`config.mk`:
```
export PLATFORM = sky130hd
export DESIGN_NAME = pnc_dist
export DESIGN_NICKNAME = d
export VERILOG_FILES = /design/src/design/pnc_pkg.sv /design/src/design/pnc_dist.sv
export SDC_FILE = /design/constraint.sdc
export NUM_CORES = 1
export LEC_CHECK = 0
export BUFFER_PORTS_ARGS = -buffer_cell sky130_fd_sc_hd__buf_2
export CORE_MARGIN = 4
export CORE_UTILIZATION = 40
export CTS_BUF_LIST = sky130_fd_sc_hd__clkbuf_4
export DETAILED_ROUTE_END_ITERATION = 7
export PLACE_DENSITY = 0.62
export SKIP_CTS_REPAIR_TIMING = 1
export SYNTH_ARGS = -nofsm -noshare
export SYNTH_HDL_FRONTEND = slang
export SYNTH_SLANG_ARGS = --single-unit
```
`constraint.sdc`:
```
create_clock -name clk -period 7.4 [get_ports clk]
set_clock_uncertainty 0.15 [all_clocks]
set_input_delay 0.37 -clock clk [delete_from_list [all_inputs] [get_ports clk]]
set_output_delay 0.37 -clock clk [all_outputs]
set_load 0.005 [all_outputs]
```
`src/design/pnc_pkg.sv`:
```
// ----------------------------------------------------------------------------
// pnc_pkg: shared definitions of the nearest palette color map
// Types and constants used by more than one file, and helper functions.
// ----------------------------------------------------------------------------
package pnc_pkg;

  localparam int PALETTE_ENTRIES_DEFAULT = 256;

  localparam int IDX_W  = 8;
  localparam int CH_W   = 8;
  localparam int RGB_W  = 3 * CH_W;
  localparam int SQ_W   = 2 * CH_W;
  localparam int DIST_W = SQ_W + 2;
  localparam int C555_W = 15;
  localparam int ALPHA_W = 8;
  localparam int PACK_W = RGB_W + ALPHA_W;

  localparam logic OP_LOAD   = 1'b0;
  localparam logic OP_LOOKUP = 1'b1;

  localparam logic [IDX_W-1:0]   TRANSPARENT_ENTRY = 8'd255;
  localparam logic [ALPHA_W-1:0] OPAQUE_ALPHA      = 8'hFF;
  localparam logic [ALPHA_W-1:0] CLEAR_ALPHA       = 8'h00;

  typedef struct packed {
    logic             valid;
    logic             last;
    logic [IDX_W-1:0] idx;
  } tag_t;

  function automatic logic [CH_W-1:0] abs_diff(input logic [CH_W-1:0] a,
                                               input logic [CH_W-1:0] b);
    abs_diff = (a > b) ? (a - b) : (b - a);
  endfunction

  // Each 5-bit channel becomes (c << 3) + 4.
  function automatic logic [RGB_W-1:0] expand_555(input logic [C555_W-1:0] c);
    expand_555 = {c[14:10], 3'b100, c[9:5], 3'b100, c[4:0], 3'b100};
  endfunction

endpackage

```
`src/design/pnc_dist.sv`:
```
// ----------------------------------------------------------------------------
// pnc_dist: squared RGB distance unit
// Registers the three channel squares and sums them for the compare stage.
// ----------------------------------------------------------------------------
module pnc_dist (
  input  logic                         clk,
  input  logic                         rst,
  input  pnc_pkg::tag_t                tag_in,
  input  logic [pnc_pkg::RGB_W-1:0]    entry,
  input  logic [pnc_pkg::RGB_W-1:0]    target,
  output pnc_pkg::tag_t                tag_out,
  output logic [pnc_pkg::DIST_W-1:0]   distance
);

  logic [pnc_pkg::CH_W-1:0] d_r, d_g, d_b;
  logic [pnc_pkg::SQ_W-1:0] sq_r, sq_g, sq_b;

  assign d_r = pnc_pkg::abs_diff(entry[7:0], target[7:0]);
  assign d_g = pnc_pkg::abs_diff(entry[15:8], target[15:8]);
  assign d_b = pnc_pkg::abs_diff(entry[23:16], target[23:16]);

  always_ff @(posedge clk) begin
    if (rst) begin
      tag_out.valid <= 1'b0;
    end else begin
      tag_out.valid <= tag_in.valid;
    end
    tag_out.last <= tag_in.last;
    tag_out.idx  <= tag_in.idx;
    sq_r <= d_r * d_r;
    sq_g <= d_g * d_g;
    sq_b <= d_b * d_b;
  end

  assign distance = pnc_pkg::DIST_W'(sq_r) + pnc_pkg::DIST_W'(sq_g) +
                    pnc_pkg::DIST_W'(sq_b);

endmodule

```
==> flow_metrics.tcl <==
set metrics [dict create \
    rsz0062_at_grt "no" \
    multi_input_area_um2 7100 \
    synth-seq-cells 55 \
    cts_tree "built" \
    diodes 0 \
    area_delta_synth_final_pct 9.79 \
    placed_cells 1364 \
    ys_top_cells_by_area "fa_1 (21%), ha_1 (21%), dfxtp_1 (12%), inv_1 (8.2%), xnor2_1 (4.4%)" \
    avgSynthCellArea_um2 9.02 \
    cpPeakStageDelay_ns 0.70 \
    port_buffers 87 \
    regArea_um2 1100 \
    core_area_um2 22100 \
    nFillCells 2154 \
    hold_violations 0 \
    tightest_slew_ns 0.860 \
    worst-path-stages 24 \
    ys_async_sr_fraction_pct 0 \
    crit_buf_inv 6 \
    wl_mm 16.7 \
    finalSetupViolCount 0 \
    ioPinCount 88 \
    critical-path-slowest-cell "xnor2_1" \
    cp_data_arrival_time_ns 6.49 \
    stdcell_count 1382 \
    gr-total-overflow 0 \
    track_usage_pct 13.6 \
    cts.path.max_buffers 2 \
    fin_setup_tns_ns 0 \
    grt_first_pass_wirelength_mm 29.1 \
    ys_types 66 \
    vias 6652 \
    route.detailed.drc 0 \
    maxSlewViolCount 0 \
    rows 54 \
    dieWidth_um 159 \
    firstDrtPassIters 5 \
    htreeDepth 2 \
    worst_setup_path_start_kind "input pin" \
    finalCritPeriodShare_pct 86.2 \
    antenna_found_initial 0 \
    fin_crit_ns 6.38 \
    cts_buffers 5 \
    grt_max_degree 16 \
    syn_inst 1006 \
    synth_top_area_share_pct 21.4 \
    worstSetupPathType "input pin to register" \
    hold_depth 2 \
    cp-end-kind "register" \
    status "completed" \
    crit_chain "buf_2, inv_1, ha_1, inv_1, fa_1, a21o_1, a221oi_4, a21oi_4, mux2i_1, xnor2_1, nor2_1, fa_1, fa_1, inv_1, fa_1, fa_1, inv_1, ha_1, inv_1, nor2_1, o31a_1, o22ai_1, and4b_1, or4b_1" \
    wire_per_inst_um 12.1 \
    synth_edf_count 0 \
    start_util_pct 41.1 \
    maxCapViolCount 0 \
    timing.hold.ws_ns 0.0534 \
    cts.sink_count 55 \
    required_ns 7.51 \
    netlist_area_um2 9080 \
    place_congestion 0.817 \
    max_freq_mhz 157 \
    synth-seq-area-share_pct 12.1 \
    path_clk_slew_ns 0.15 \
    path_max_fanout 11 \
    root_buffer "clkbuf_4" \
    hp-class "input pin to register" \
    drive_above_1_share_pct 14.1 \
    die_area_um2 25200 \
    yosysTopAreaCell "fa_1" \
    via_per_inst 4.81 \
    hpwl_mm 14.7 \
    ys_warn_count 0 \
    ant_nets 0 \
    maxSlewHeadroom_pct 42.2 \
    nNetsFinal 1407 \
    synthFlopType "dfxtp_1" \
    grt_pass1_vias 6555 \
    cp_top_family "adder cells" \
    fp.dieH_um 159 \
    drtIter0Drc 205 \
]
[layout by cell type, fill, tap and decap left out, types with 19 or more instances in the layout]
master   instances
a21o_1          32
o21ai_0         21
xor2_1          19
dfxtp_1         55
buf_2           87
nor2_1          96
a21oi_1         59
fa_1            97
inv_1          199
ha_1           149
nand2_1         30
xnor2_1         46
[path summary, 6_finish.rpt]
kind    endpoint      start  slack, ns
max     sq_r[12]   entry[0]       1.02
min   tag_out[9]  tag_in[9]       0.05
[stage by stage]
step / setup WS [ns] / util, % / area, µm²
final: 1.02 / 45.1 / 9970
after global routing: 0.583 / 45.1 / 9970
after CTS: 1.02 / 44.7 / 9870
after detailed placement: 0.578 / 44.4 / 9810
after global placement: 0.774 / 44.4 / 9810
after floorplan: 1.23 / - / 9090
[kinds of logic (layout without fill, tap and decap cells)]
group           after synthesis  count (layout)  share of synthesized area, %
simple gates                217             217                          11.8
other cells                   1               3                        0.0413
flops                        55              55                          12.1
fa+ha+maj                   246             246                          41.9
buf+inv                     221             315                          9.74
compound gates              171             171                          13.1
mux                          19              19                          2.55
xor+xnor                     76              76                          8.74
[sequential cells by signal (all words and copies together) (netlist names)]
register  cells
tag_out      10
sq_g         15
sq_r         15
sq_b         15
[cell usage after synthesis (all sizes together) (9+ instances only)]
cell / number
a21o: 32
a21oi: 64
buf: 14
dfxtp: 55
fa: 97
ha: 149
inv: 201
mux2i: 19
nand2: 30
nand2b: 10
nand4: 9
nor2: 102
nor3: 13
o21ai: 21
or2: 19
xnor2: 51
xor2: 25
[layer usage]
layer	up-vias	GRT usage [%]	share of wire, %
li1	3442	-	-
met1	3103	19.0	48
met2	99	23.6	48
met3	8	1.41	3.1
met4	0	1.30	0.53
met5	-	0	0
[layout make-up]
type | instances | area share, %
Multi-Input combinational cell | 732 | 71.2
Clock buffer | 7 | 0.527
Tap cell | 280 | 3.51
Timing Repair Buffer | 106 | 6.05
Clock inverter | 1 | 0.0502
Sequential cell | 55 | 11.0
Inverter | 201 | 7.57
Power is not shown: default switching activity piles up to over one toggle a cycle in this logic, so the estimate is an artifact.
